### config.mk
export PLATFORM = sky130hd
export DESIGN_NAME = jpeg_entropy_bit_reader
export DESIGN_NICKNAME = d
export VERILOG_FILES = /design/src/jebr_pkg.sv /design/src/jpeg_entropy_bit_reader.sv
export SDC_FILE = /design/constraint.sdc
export NUM_CORES = 1
export LEC_CHECK = 0
export BUFFER_PORTS_ARGS = -buffer_cell sky130_fd_sc_hd__buf_2
export CAP_MARGIN = 20
export CELL_PAD_IN_SITES_DETAIL_PLACEMENT = 1
export CELL_PAD_IN_SITES_GLOBAL_PLACEMENT = 2
export CORE_MARGIN = 3
export CORE_UTILIZATION = 34
export DETAILED_ROUTE_END_ITERATION = 7
export PLACE_DENSITY_LB_ADDON = 0.08
export SLEW_MARGIN = 40
export SYNTH_ARGS = -nofsm -noshare
export SYNTH_HDL_FRONTEND = slang
export SYNTH_SLANG_ARGS = --single-unit
### constraint.sdc
create_clock -name clk -period 14.2 [get_ports clk]
set_clock_uncertainty 0.05 [all_clocks]
set_input_delay 1.42 -clock clk [delete_from_list [all_inputs] [get_ports clk]]
set_output_delay 1.42 -clock clk [all_outputs]
set_load 0.01 [all_outputs]
### src/jebr_pkg.sv
// Shared types and constants of the JPEG entropy bit reader.
// No dependencies; imported by jpeg_entropy_bit_reader.
package jebr_pkg;

	localparam int unsigned VALUE_W = 16;
	localparam int unsigned HELD_W  = 6;
	localparam int unsigned COUNT_W = 5;
	localparam int unsigned BYTE_W  = 8;

	localparam logic [BYTE_W-1:0] BYTE_FF    = 8'hFF;
	localparam logic [BYTE_W-1:0] BYTE_STUFF = 8'h00;

	// request kind, carried in s_axis_tuser
	typedef enum logic [1:0] {
		REQ_PUSH   = 2'd0,
		REQ_READ   = 2'd1,
		REQ_RESYNC = 2'd2
	} req_t;

	// result status, carried in m_axis_tuser
	typedef enum logic [1:0] {
		ST_OK    = 2'd0,
		ST_SHORT = 2'd1,
		ST_FULL  = 2'd2
	} status_t;

	typedef struct packed {
		logic [HELD_W-1:0]  bits_held;
		status_t            status;
		logic [VALUE_W-1:0] bits_value;
	} result_t;

endpackage

### src/jpeg_entropy_bit_reader.sv
// JPEG entropy-coded data bit reader with 0xFF00 unstuffing.
// Depends on jebr_pkg (request/status codes, result record).
// Usage
//   Requests arrive on the s_axis channel: s_axis_tuser selects push byte,
//   read bits or resync; s_axis_tdata carries the byte, the bit count and
//   the signed (EXTEND) flag. Every request gives exactly one result on
//   m_axis: the bits read, a status in m_axis_tuser and the bits left held.
//   Pushed bytes go into a BUFFER_BITS wide bit buffer; a 0x00 directly
//   after an accepted 0xFF is dropped. Reads take up to MAX_READ_BITS bits,
//   most significant first, through one barrel shifter.
// Throughput and registering
//   One request per cycle while s_axis_tready is high. The buffer state is
//   updated at the accepting edge and each result is registered, in the
//   result register or the skid entry. The shift/extend path is combinational.
// Stall
//   A two-entry output stage (result register plus skid register) keeps
//   s_axis_tready registered; while m_axis_tready is low one more request
//   is taken into the skid entry, then s_axis_tready drops.
// Reset
//   arst_n clears the buffer count, the 0xFF flag and both output entries.
module jpeg_entropy_bit_reader #(
	parameter int unsigned BUFFER_BITS   = 32,
	parameter int unsigned MAX_READ_BITS = 16
) (
	input  logic        clk,
	input  logic        arst_n,
	input  logic        s_axis_tvalid,
	output logic        s_axis_tready,
	// [7:0] data_byte, [12:8] read_count, [13] signed_mode, [15:14] zero
	input  logic [15:0] s_axis_tdata,
	// [1:0] req_type
	input  logic [1:0]  s_axis_tuser,
	output logic        m_axis_tvalid,
	input  logic        m_axis_tready,
	// [15:0] bits_value, [21:16] bits_held, [23:22] zero
	output logic [23:0] m_axis_tdata,
	// [1:0] status
	output logic [1:0]  m_axis_tuser
);
	import jebr_pkg::*;

	localparam int unsigned CNT_W = $clog2(BUFFER_BITS + 1);

	// buffer state
	logic [BUFFER_BITS-1:0] buf_q;
	logic [CNT_W-1:0]       count_q;
	logic                   after_ff_q;

	// output stage
	logic    out_valid_q, skid_valid_q;
	result_t out_q, skid_q;

	// request fields
	req_t               req;
	logic [BYTE_W-1:0]  data_byte;
	logic [COUNT_W-1:0] read_count;
	logic               signed_mode;

	assign req         = req_t'(s_axis_tuser);
	assign data_byte   = s_axis_tdata[7:0];
	assign read_count  = s_axis_tdata[12:8];
	assign signed_mode = s_axis_tdata[13];

	logic accept, pop;
	assign s_axis_tready = !skid_valid_q;
	assign accept        = s_axis_tvalid && s_axis_tready;
	assign pop           = out_valid_q && m_axis_tready;

	// datapath
	logic [COUNT_W-1:0]     n_sat;
	logic [CNT_W-1:0]       n_ext, rest;
	logic [BUFFER_BITS-1:0] shifted;
	logic [BUFFER_BITS:0]   keep_mask;
	logic [VALUE_W:0]       n_pow;
	logic [VALUE_W-1:0]     raw_val, ext_val;
	logic                   push_full, stuffed, read_short;

	assign n_sat     = (read_count > COUNT_W'(MAX_READ_BITS)) ?
	                   COUNT_W'(MAX_READ_BITS) : read_count;
	assign n_ext     = CNT_W'(n_sat);
	assign rest      = count_q - n_ext;
	assign shifted   = buf_q >> rest;
	assign n_pow     = (VALUE_W+1)'(1) << n_sat;
	assign raw_val   = shifted[VALUE_W-1:0] & VALUE_W'(n_pow - (VALUE_W+1)'(1));
	// EXTEND: values with a clear top bit are negative
	assign ext_val   = VALUE_W'((VALUE_W+1)'(raw_val) - n_pow + (VALUE_W+1)'(1));
	assign keep_mask = ((BUFFER_BITS+1)'(1) << rest) - (BUFFER_BITS+1)'(1);
	assign stuffed   = after_ff_q && (data_byte == BYTE_STUFF);
	assign push_full = ((CNT_W+1)'(count_q) + (CNT_W+1)'(8)) > (CNT_W+1)'(BUFFER_BITS);
	assign read_short = n_ext > count_q;

	logic [BUFFER_BITS-1:0] buf_d;
	logic [CNT_W-1:0]       count_d;
	logic                   after_ff_d;
	result_t                res;

	always_comb begin
		buf_d          = buf_q;
		count_d        = count_q;
		after_ff_d     = after_ff_q;
		res.bits_value = '0;
		res.status     = ST_OK;
		unique case (req)
			REQ_PUSH: begin
				if (stuffed) begin
					after_ff_d = 1'b0;
				end else if (push_full) begin
					res.status = ST_FULL;
				end else begin
					buf_d      = {buf_q[BUFFER_BITS-BYTE_W-1:0], data_byte};
					count_d    = count_q + CNT_W'(8);
					after_ff_d = (data_byte == BYTE_FF);
				end
			end
			REQ_READ: begin
				if (read_short) begin
					res.status = ST_SHORT;
				end else if (n_sat != '0) begin
					if (signed_mode && !raw_val[4'(n_sat - COUNT_W'(1))])
						res.bits_value = ext_val;
					else
						res.bits_value = raw_val;
					count_d = rest;
					buf_d   = buf_q & keep_mask[BUFFER_BITS-1:0];
				end
			end
			REQ_RESYNC: begin
				count_d = count_q & ~CNT_W'(7);
			end
			default: begin
			end
		endcase
		res.bits_held = HELD_W'(count_d);
	end

	always_ff @(posedge clk or negedge arst_n) begin
		if (!arst_n) begin
			count_q    <= '0;
			after_ff_q <= 1'b0;
			buf_q      <= '0;
		end else if (accept) begin
			count_q    <= count_d;
			after_ff_q <= after_ff_d;
			buf_q      <= buf_d;
		end
	end

	// result register with skid entry
	always_ff @(posedge clk or negedge arst_n) begin
		if (!arst_n) begin
			out_valid_q  <= 1'b0;
			skid_valid_q <= 1'b0;
			out_q        <= '0;
			skid_q       <= '0;
		end else if (skid_valid_q) begin
			if (pop) begin
				out_q        <= skid_q;
				skid_valid_q <= 1'b0;
			end
		end else if (accept) begin
			if (!out_valid_q || pop) begin
				out_q       <= res;
				out_valid_q <= 1'b1;
			end else begin
				skid_q       <= res;
				skid_valid_q <= 1'b1;
			end
		end else if (pop) begin
			out_valid_q <= 1'b0;
		end
	end

	assign m_axis_tvalid = out_valid_q;
	assign m_axis_tdata  = {2'b00, out_q.bits_held, out_q.bits_value};
	assign m_axis_tuser  = out_q.status;

	// checks
	a_skid_needs_out: assert property (@(posedge clk) disable iff (!arst_n)
		skid_valid_q |-> out_valid_q)
		else $error("skid entry held while result register empty");

	a_count_bound: assert property (@(posedge clk) disable iff (!arst_n)
		count_q <= CNT_W'(BUFFER_BITS))
		else $error("bit count beyond buffer size");

	a_full_holds: assert property (@(posedge clk) disable iff (!arst_n)
		(accept && req == REQ_PUSH && !stuffed && push_full) |=>
		($stable(count_q) && $stable(buf_q)))
		else $error("refused byte changed the buffer");

	a_short_holds: assert property (@(posedge clk) disable iff (!arst_n)
		(accept && req == REQ_READ && read_short) |=> $stable(count_q))
		else $error("short read changed the bit count");

endmodule

==> results.cfg, run 1 <==
[outcome]
status = complete, no violations

[synth]
yosysMostFrequentCell = nand2_1
synth_top_area_share_pct = 26.2
synthFlopType = dfrtp_1
ys_ff_latch = 89
synth_area_leaders = dfrtp_1 26%, nand2_1 5.7%, o21ai_0 5.6%
yosys-top-cells-count = 129 x nand2_1, 95 x o21ai_0, 89 x dfrtp_1, 79 x nor2_1, 78 x a21oi_1
synth_top_area_cell = dfrtp_1
synthCells = 1048
syn_avg_cell_area_sq_um = 8.10
syn-cell-area_sq_mm = 0.00849
synth.distinct_cells = 83
ys_warn_count = 0
synth_edf_count = 0
yosysSeqAreaShare_pct = 26.2
synthArstFlopShare_pct = 100

[global_route]
grt_use_total_pct = 23.7
grt_pass1_vias = 8220
antenna_found_initial = 0
grt_max_degree = 54
grt.overflow.total = 0
grt_pass1_wl_um = 49700

[routing]
detail_route.vias_per_cell = 5.96
routed_wl_um = 31500
dr.pass1.iters = 6
postRouteAntennaNets = 0
vias = 8222
route.detailed.wl_per_inst_um = 22.8
drc = 0
dr.first_iter.drc_count = 647

[sta]
finalSetupTns_ns = 0
worst_slew_pin_slew_ns = 0.770
min_period_ns = 7.82
rsz0062_at_grt = false
slew_headroom_pct = 48.5
setup_viol = 0
fin_crit_sh_pct = 55.1
fmax_mhz = 128
hold_viol_final = 0
slew_viol_final = 0

[floorplanning]
die_h_um = 164
io_pins = 50
start_util_pct = 34.8
rows = 57
dieArea_sq_mm = 0.0269
chipWidth_um = 164
coreArea_sq_mm = 0.0244

[clock_network]
cts_setup_buffers = 0
numCtsBuffers = 9
cts_buffer_depth = 2
cts_hold_buf = 0
cts_tree = yes
cts_sinks = 89
htreeDepth = 3
clk_latency_ns = 0.36
clk_pin_slew_ns = 0.07
cts_resized = 0
cts-root-buf = clkbuf_16

[critical_path]
setup.worst_path.end_class = register
cp_max_fo = 49
worstPathRequired_ns = 14.42
start_kind = input pin
critical_path_class = in -> reg
cp.arrival_ns = 8.05

[placement]
place_hpwl_um = 23200
numPortBuffers = 45
routabilityCongestion = 0.851

[layout]
drive_gt1_share_pct = 12.4
diodes = 0
syn_to_final_growth_pct = 9.41
nNetsFinal = 1108

[worst_hold_path]
hp-class = reg -> reg

[run]
drv_cap = 0
[flip-flops by register name (all words and copies together) (netlist names)]
signal and count:
m_axis_tvalid 1, skid_valid_q 1, count_q 6, buf_q 32, skid_q 24, m_axis_tuser 2
m_axis_tdata 22, after_ff_q 1
[per-layer routing]
metal / vias to the layer above / wire (um) / GRT usage (%)
li1: 3933 / - / -
met1: 4089 / 15000 / 33.1
met2: 159 / 14900 / 39.8
met3: 41 / 1000 / 2.80
met4: 0 / 624 / 4.81
met5: - / 0 / 0
[metrics by stage]
| stage | hold WS [ns] | worst slack (ns) | util (%) | area, sq um | instances |
|---|---|---|---|---|---|
| after floorplan | 0.391 | 7.26 | - | 8490 | 1049 |
| after global placement | 0.405 | 6.00 | 36.7 | 8940 | 1361 |
| after detailed placement | 0.415 | 6.01 | 36.9 | 8990 | 1364 |
| after CTS | 0.431 | 6.34 | 38.0 | 9280 | 1380 |
| after global routing | 0.441 | 5.84 | 38.1 | 9280 | 1380 |
| final | 0.424 | 6.38 | 38.1 | 9280 | 1380 |
[cell type report]
cell class / instances / area [sq um]
Timing Repair Buffer: 68 / 415
Clock inverter: 7 / 60.1
Tap cell: 324 / 405
Inverter: 21 / 86.3
Clock buffer: 9 / 225
Multi-Input combinational cell: 862 / 5860
Sequential cell: 89 / 2230
Fill cell: 2959 / 15100
[path summary, 6_finish.rpt]
kind	depth (start not counted)	slack, ns	start	to
setup / recovery	24	6.38	s_axis_tdata[12]	skid_q[15]$_DFFE_PN0P_
hold / removal	2	0.42	m_axis_tdata[20]$_DFFE_PN0P_	m_axis_tdata[20]$_DFFE_PN0P_
setup reg to reg	23	7.08	count_q[0]$_DFFE_PN0P_	skid_q[15]$_DFFE_PN0P_
hold reg to reg	2	0.42	m_axis_tdata[20]$_DFFE_PN0P_	m_axis_tdata[20]$_DFFE_PN0P_
max in group asynchronous	2	12.00	arst_n	buf_q[23]$_DFFE_PN0P_
min in group asynchronous	1	0.97	arst_n	skid_q[13]$_DFFE_PN0P_
[worst max-delay path, cell delays in order]
cell and delay [ns]:
buf_2 0.31, clkinv_1 0.38, nand2_1 0.17, ha_1 0.37, xor2_4 0.23, buf_4 0.55
mux2i_1 0.20, mux2i_1 0.44, a22oi_1 0.17, a21o_1 0.20, a211oi_1 0.52, ha_1 0.34
ha_1 0.34, nor2b_1 0.14, o21a_1 0.19, o21ai_0 0.33, a211oi_1 0.19, nor3_1 0.40
o21ai_0 0.16, nand3b_1 0.17, nand4_1 0.13, a211o_1 0.32, o211a_1 0.17, o21ai_0 0.16
[cell families after synthesis]
logic type,Yosys count,synth area share (%)
muxes,65,10.5
AOI/OAI and AO/OA,355,28.0
other,1,0.0442
and+or+nand+nor,377,21.2
xor gates and xnor gates,28,3.33
adders and majority gates,35,5.34
buffers and inverters,98,5.37
DFF,89,26.2
[layout by cell type (no fill, tap or decap), types with 11 or more instances in the layout]
master	synthesis	layout
a21oi_1	78	77
a22o_1	30	30
a22oi_1	12	12
and2_1	11	11
and3_1	19	19
buf_2	12	44
buf_4	11	21
dfrtp_1	89	89
ha_1	33	33
inv_1	19	19
mux2i_1	42	42
mux4_2	17	17
nand2_1	129	129
nand2b_1	17	17
nand3_1	24	23
nor2_1	79	79
nor3_1	43	43
o21ai_0	95	95
o22ai_1	12	12
o31ai_1	19	19
xnor2_1	16	15
Power of run 1 is left out: the tool's default activity adds up to more than one toggle a clock period on the data nets, which glitch-free logic cannot reach.
==> run 2, diff against run 1 <==
ABC_AREA = 1   (was default)
CORE_UTILIZATION = 31   (was 34)
clock period = 6.6 ns   (was 14.2 ns; I/O delays follow)
==> run 2 against run 1 <==
Compared with the run above:
- first-iteration DRC count grew 9.0%
- cell count grew 30%
- design area grew 6.0%
- non-clock buffer count is the same
- count of clock-buffer cells in the layout is the same
- routed wire length grew 8.9%
- synthesized area grew 6.3%
- via count grew 16%
- setup slack lost 5.6 ns
- die area grew 16%
- utilization shrank 3.2 points
==> results.cfg, run 2 <==
[critical_path]
crit_start = s_axis_tdata[8]
cp.depth = 33
slowest_stage = fa_1
slowest_delay_ns = 0.51
cp.arrival_ns = 5.99
crit_top_cell = nand2_1
setup.worst_path.end_class = register
start_kind = input pin
critical_path_class = in -> reg
r2r-start = count_q[0]$_DFFE_PN0P_
cp_max_fo = 8
r2r_cells = 30
worstPathRequired_ns = 6.80
cp_num_buf_inv = 5
setup.worst_path.end = m_axis_tdata[15]$_DFFE_PN0P_
r2r_slack_ns = 1.10
crit_family = simple AND/OR/NAND/NOR gates
r2r_end = m_axis_tdata[15]$_DFFE_PN0P_

[floorplanning]
io_pins = 50
coreArea_sq_mm = 0.0282
rows = 61
start_util_pct = 31.9
die_h_um = 177
chipWidth_um = 177
dieArea_sq_mm = 0.0312

[synth]
yosysMostFrequentCell = nand2_1
ys_warn_count = 0
synthCells = 1406
synthArstFlopShare_pct = 100
yosys-top-cells-count = 340 x nand2_1, 268 x nand3_1, 142 x inv_1, 116 x nor2_1, 89 x dfrtp_1
synth_top_area_share_pct = 24.7
syn_avg_cell_area_sq_um = 6.41
synth_edf_count = 0
synthFlopType = dfrtp_1
synth.distinct_cells = 50
syn-cell-area_sq_mm = 0.00902
ys_ff_latch = 89
synth_top_area_cell = dfrtp_1
synth_area_leaders = dfrtp_1 25%, nand3_1 15%, nand2_1 14%
yosysSeqAreaShare_pct = 24.7

[layout]
nNetsFinal = 1466
final_common_cell = nand2_1
layout.cells.most_common_list = 340 x nand2_1, 268 x nand3_1, 141 x inv_1, 115 x nor2_1, 89 x dfrtp_1
drive_gt1_share_pct = 11.5
largest_reg_flops = 32
syn_to_final_growth_pct = 9.10
diodes = 0
top_register = buf_q

[clock_network]
clk_pin_slew_ns = 0.08
cts_hold_buf = 0
cts_setup_buffers = 0
cts_buffer_depth = 2
cts_sinks = 89
cts-root-buf = clkbuf_16
cts_tree = yes
numCtsBuffers = 9
cts_resized = 0
clk_latency_ns = 0.36
htreeDepth = 3

[worst_hold_path]
hp-class = in -> async

[sta]
setup_viol = 0
rsz0062_at_grt = false
finalSetupTns_ns = 0
worst_slew_pin_slew_ns = 0.733
hold_viol_final = 0
fmax_mhz = 173
fin_crit_sh_pct = 87.8
slew_headroom_pct = 51.0
min_period_ns = 5.79
slew_viol_final = 0

[global_route]
grt.overflow.total = 0
grt_pass1_vias = 9531
grt_pass1_wl_um = 55200
antenna_found_initial = 0
grt_use_total_pct = 22.3
grt_max_degree = 60

[routing]
dr.pass1.iters = 5
vias = 9525
drc = 0
route.detailed.wl_per_inst_um = 19.2
dr.first_iter.drc_count = 705
routed_wl_um = 34300
detail_route.vias_per_cell = 5.32
postRouteAntennaNets = 0

[placement]
routabilityCongestion = 0.897
numPortBuffers = 45
place_hpwl_um = 26500

[outcome]
status = complete, no violations

[run]
drv_cap = 0
## run 2: changes by cell type in the layout (fill, tap and decap cells not counted), moves of 27 or more
cell,previous run,this run
inv_1,19,141
o21ai_0,95,45
mux2i_1,42,0
nand4_1,10,47
nand3_1,23,268
nand2_1,129,340
nor2_1,79,115
a22o_1,30,0
nor3_1,43,16
## run 2: area by class of cell
type,instances,area (sq um)
Multi-Input combinational cell,1089,5810
Sequential cell,89,2230
Timing Repair Buffer,68,454
Fill cell,3696,18400
Clock buffer,9,225
Tap cell,378,473
Inverter,152,573
Clock inverter,7,72.6
## run 2: worst min-delay path by stage
stage | depth (start not counted) | from | slack [ns] | end
after floorplan | 0 | arst_n | 0.31 | after_ff_q$_DFFE_PN0P_
after global placement | 2 | m_axis_tdata[6]$_DFFE_PN0P_ | 0.41 | m_axis_tdata[6]$_DFFE_PN0P_
after detailed placement | 2 | m_axis_tdata[6]$_DFFE_PN0P_ | 0.41 | m_axis_tdata[6]$_DFFE_PN0P_
after CTS | 1 | arst_n | 0.20 | buf_q[1]$_DFFE_PN0P_
after global routing | 1 | arst_n | 0.21 | buf_q[1]$_DFFE_PN0P_
final | 1 | arst_n | 0.19 | buf_q[1]$_DFFE_PN0P_
## run 2: cells by family (layout without fill, tap and decap cells)
kind of cell / count (synthesis) / after routing / share of synthesized area [%]
other: 1 / 2 / 0.0416
buffers and inverters: 229 / 236 / 11.0
xor gates and xnor gates: 31 / 31 / 3.22
AOI/OAI and AO/OA: 160 / 160 / 10.6
and+or+nand+nor: 861 / 861 / 45.4
adders and majority gates: 35 / 35 / 5.02
DFF: 89 / 89 / 24.7
## run 2: worst reg2reg max path, delay by kind of cell (launching register included)
kind / cells / cell delay [ns]
DFF: 1 / 0.41
adders and majority gates: 3 / 1.11
and+or+nand+nor: 15 / 1.59
buffers and inverters: 5 / 0.89
xor gates and xnor gates: 1 / 0.18
AOI/OAI and AO/OA: 6 / 1.15
## run 2: metrics by stage
stage | cells | utilization, % | setup slack, ns | instance area, sq um | hold slack (ns)
2_1_floorplan | 1407 | - | 1.01 | 9020 | 0.314
3_3_place_gp | 1776 | 33.7 | 0.423 | 9530 | 0.408
3_5_place_dp | 1776 | 33.8 | 0.392 | 9530 | 0.410
4_1_cts | 1792 | 34.8 | 0.747 | 9830 | 0.196
5_1_grt | 1792 | 34.8 | 0.275 | 9840 | 0.210
6_report | 1792 | 34.8 | 0.806 | 9840 | 0.195
## run 2: metal layers
metal  track usage, %  wire length (um)  up-vias
met1             35.3             18400     4619
met3             2.24              1160       20
li1                 -                 -     4715
met4             3.60               336        0
met2             32.8             14400      171
met5                0                 0        -
Power of run 2 is left out for the same reason.
==> run 3, diff against run 2 <==
CELL_PAD_IN_SITES_DETAIL_PLACEMENT = 0   (was 1)
CELL_PAD_IN_SITES_GLOBAL_PLACEMENT = 1   (was 2)
CORE_UTILIZATION = 34   (was 31)
SLEW_MARGIN = default   (was 40)
==> run 3 against run 2 <==
Compared with the run above:
- design area decreased by 0.29%
- routed wire length decreased by 8.3%
- via count decreased by 0.45%
- count of clock-buffer cells in the layout increased by 1
- utilization increased by 3.5 points
- register-to-register slack got worse by 0.16 ns
- hold slack improved by 0.016 ns
- flip-flop and latch count unchanged
- critical endpoint is now m_axis_tdata[14]$_DFFE_PN0P_
- largest cell class unchanged
- highest routed layer unchanged
==> results.cfg, run 3 (synthesis results as in run 2) <==
[outcome]
status = complete, no violations

[sta]
slew_viol_final = 0
finalSetupTns_ns = 0
fmax_mhz = 169
fin_crit_sh_pct = 89.5
rsz0062_at_grt = false
min_period_ns = 5.91
slew_headroom_pct = 37.2
setup_viol = 0
worst_slew_pin_slew_ns = 0.937
hold_viol_final = 0

[floorplanning]
chipWidth_um = 169
io_pins = 50
start_util_pct = 35.2
rows = 58
dieArea_sq_mm = 0.0285
coreArea_sq_mm = 0.0256
die_h_um = 169

[clock_network]
numCtsBuffers = 9
cts_tree = yes
cts-root-buf = clkbuf_16
cts_setup_buffers = 0
cts_resized = 0
cts_sinks = 89
htreeDepth = 3
clk_pin_slew_ns = 0.08
cts_buffer_depth = 2
cts_hold_buf = 0
clk_latency_ns = 0.35

[critical_path]
cp.arrival_ns = 6.09
r2r_slack_ns = 0.94
critical_path_class = in -> reg
cp_num_buf_inv = 4
crit_top_cell = nand2_1
crit_family = simple AND/OR/NAND/NOR gates
r2r-start = count_q[0]$_DFFE_PN0P_
slowest_delay_ns = 0.52
r2r_cells = 30
start_kind = input pin
cp_max_fo = 19
setup.worst_path.end_class = register
worstPathRequired_ns = 6.78
slowest_stage = inv_1
r2r_end = m_axis_tdata[14]$_DFFE_PN0P_

[routing]
dr.first_iter.drc_count = 995
detail_route.vias_per_cell = 5.43
dr.pass1.iters = 6
vias = 9482
routed_wl_um = 31500
route.detailed.wl_per_inst_um = 18.0
postRouteAntennaNets = 0
drc = 0

[run]
drv_cap = 0

[layout]
top_register = buf_q
final_common_cell = nand2_1
layout.cells.most_common_list = 340 x nand2_1, 268 x nand3_1, 142 x inv_1, 116 x nor2_1, 89 x dfrtp_1
largest_reg_flops = 32
diodes = 0
nNetsFinal = 1468
drive_gt1_share_pct = 11.4
syn_to_final_growth_pct = 8.78

[global_route]
grt_pass1_wl_um = 50300
grt_pass1_vias = 8737
grt_use_total_pct = 22.1
grt_max_degree = 57
antenna_found_initial = 0
grt.overflow.total = 0

[placement]
routabilityCongestion = 0.920
numPortBuffers = 45
place_hpwl_um = 24000

[worst_hold_path]
hp-class = in -> async
-- run 3: through the flow --
step	cells	hold slack, ns	setup slack, ns	util, %	instance area [sq um]
after global routing	1746	0.240	0.104	38.3	9810
after CTS	1746	0.224	0.693	38.3	9810
after global placement	1730	0.407	0.363	37.0	9470
after detailed placement	1730	0.410	0.334	37.0	9470
after floorplan	1407	0.314	1.01	-	9020
final	1746	0.211	0.694	38.3	9810
-- run 3: layout make-up --
| class | instances | area (sq um) |
|---|---|---|
| multi-input cells | 1089 | 5810 |
| flip-flops and latches | 89 | 2230 |
| fillers | 2861 | 15800 |
| clock inverters | 6 | 96.3 |
| inverters | 152 | 571 |
| repair buffers | 70 | 453 |
| well taps | 330 | 413 |
| clock buffers | 10 | 239 |
-- run 3: worst max-delay path by stage --
stage	from	to	slack, ns	cells after the start
2_1_floorplan	s_axis_tdata[11]	m_axis_tdata[15]$_DFFE_PN0P_	1.01	35
3_3_place_gp	s_axis_tdata[10]	m_axis_tdata[15]$_DFFE_PN0P_	0.36	30
3_5_place_dp	s_axis_tdata[10]	m_axis_tdata[15]$_DFFE_PN0P_	0.33	30
4_1_cts	s_axis_tdata[10]	m_axis_tdata[15]$_DFFE_PN0P_	0.69	30
5_1_grt	s_axis_tdata[10]	m_axis_tdata[14]$_DFFE_PN0P_	0.10	33
6_report	s_axis_tdata[10]	m_axis_tdata[14]$_DFFE_PN0P_	0.69	33
-- run 3: per-layer routing --
metal	part of all wire [%]	global-route usage [%]	up-vias	routed length, um
met1	52	35.3	4456	16500
met5	0	0	-	0
met4	1.2	3.70	0	392
li1	-	-	4718	-
met2	40	31.6	287	12700
met3	6.1	3.39	21	1930
Power of run 3 is left out for the same reason.
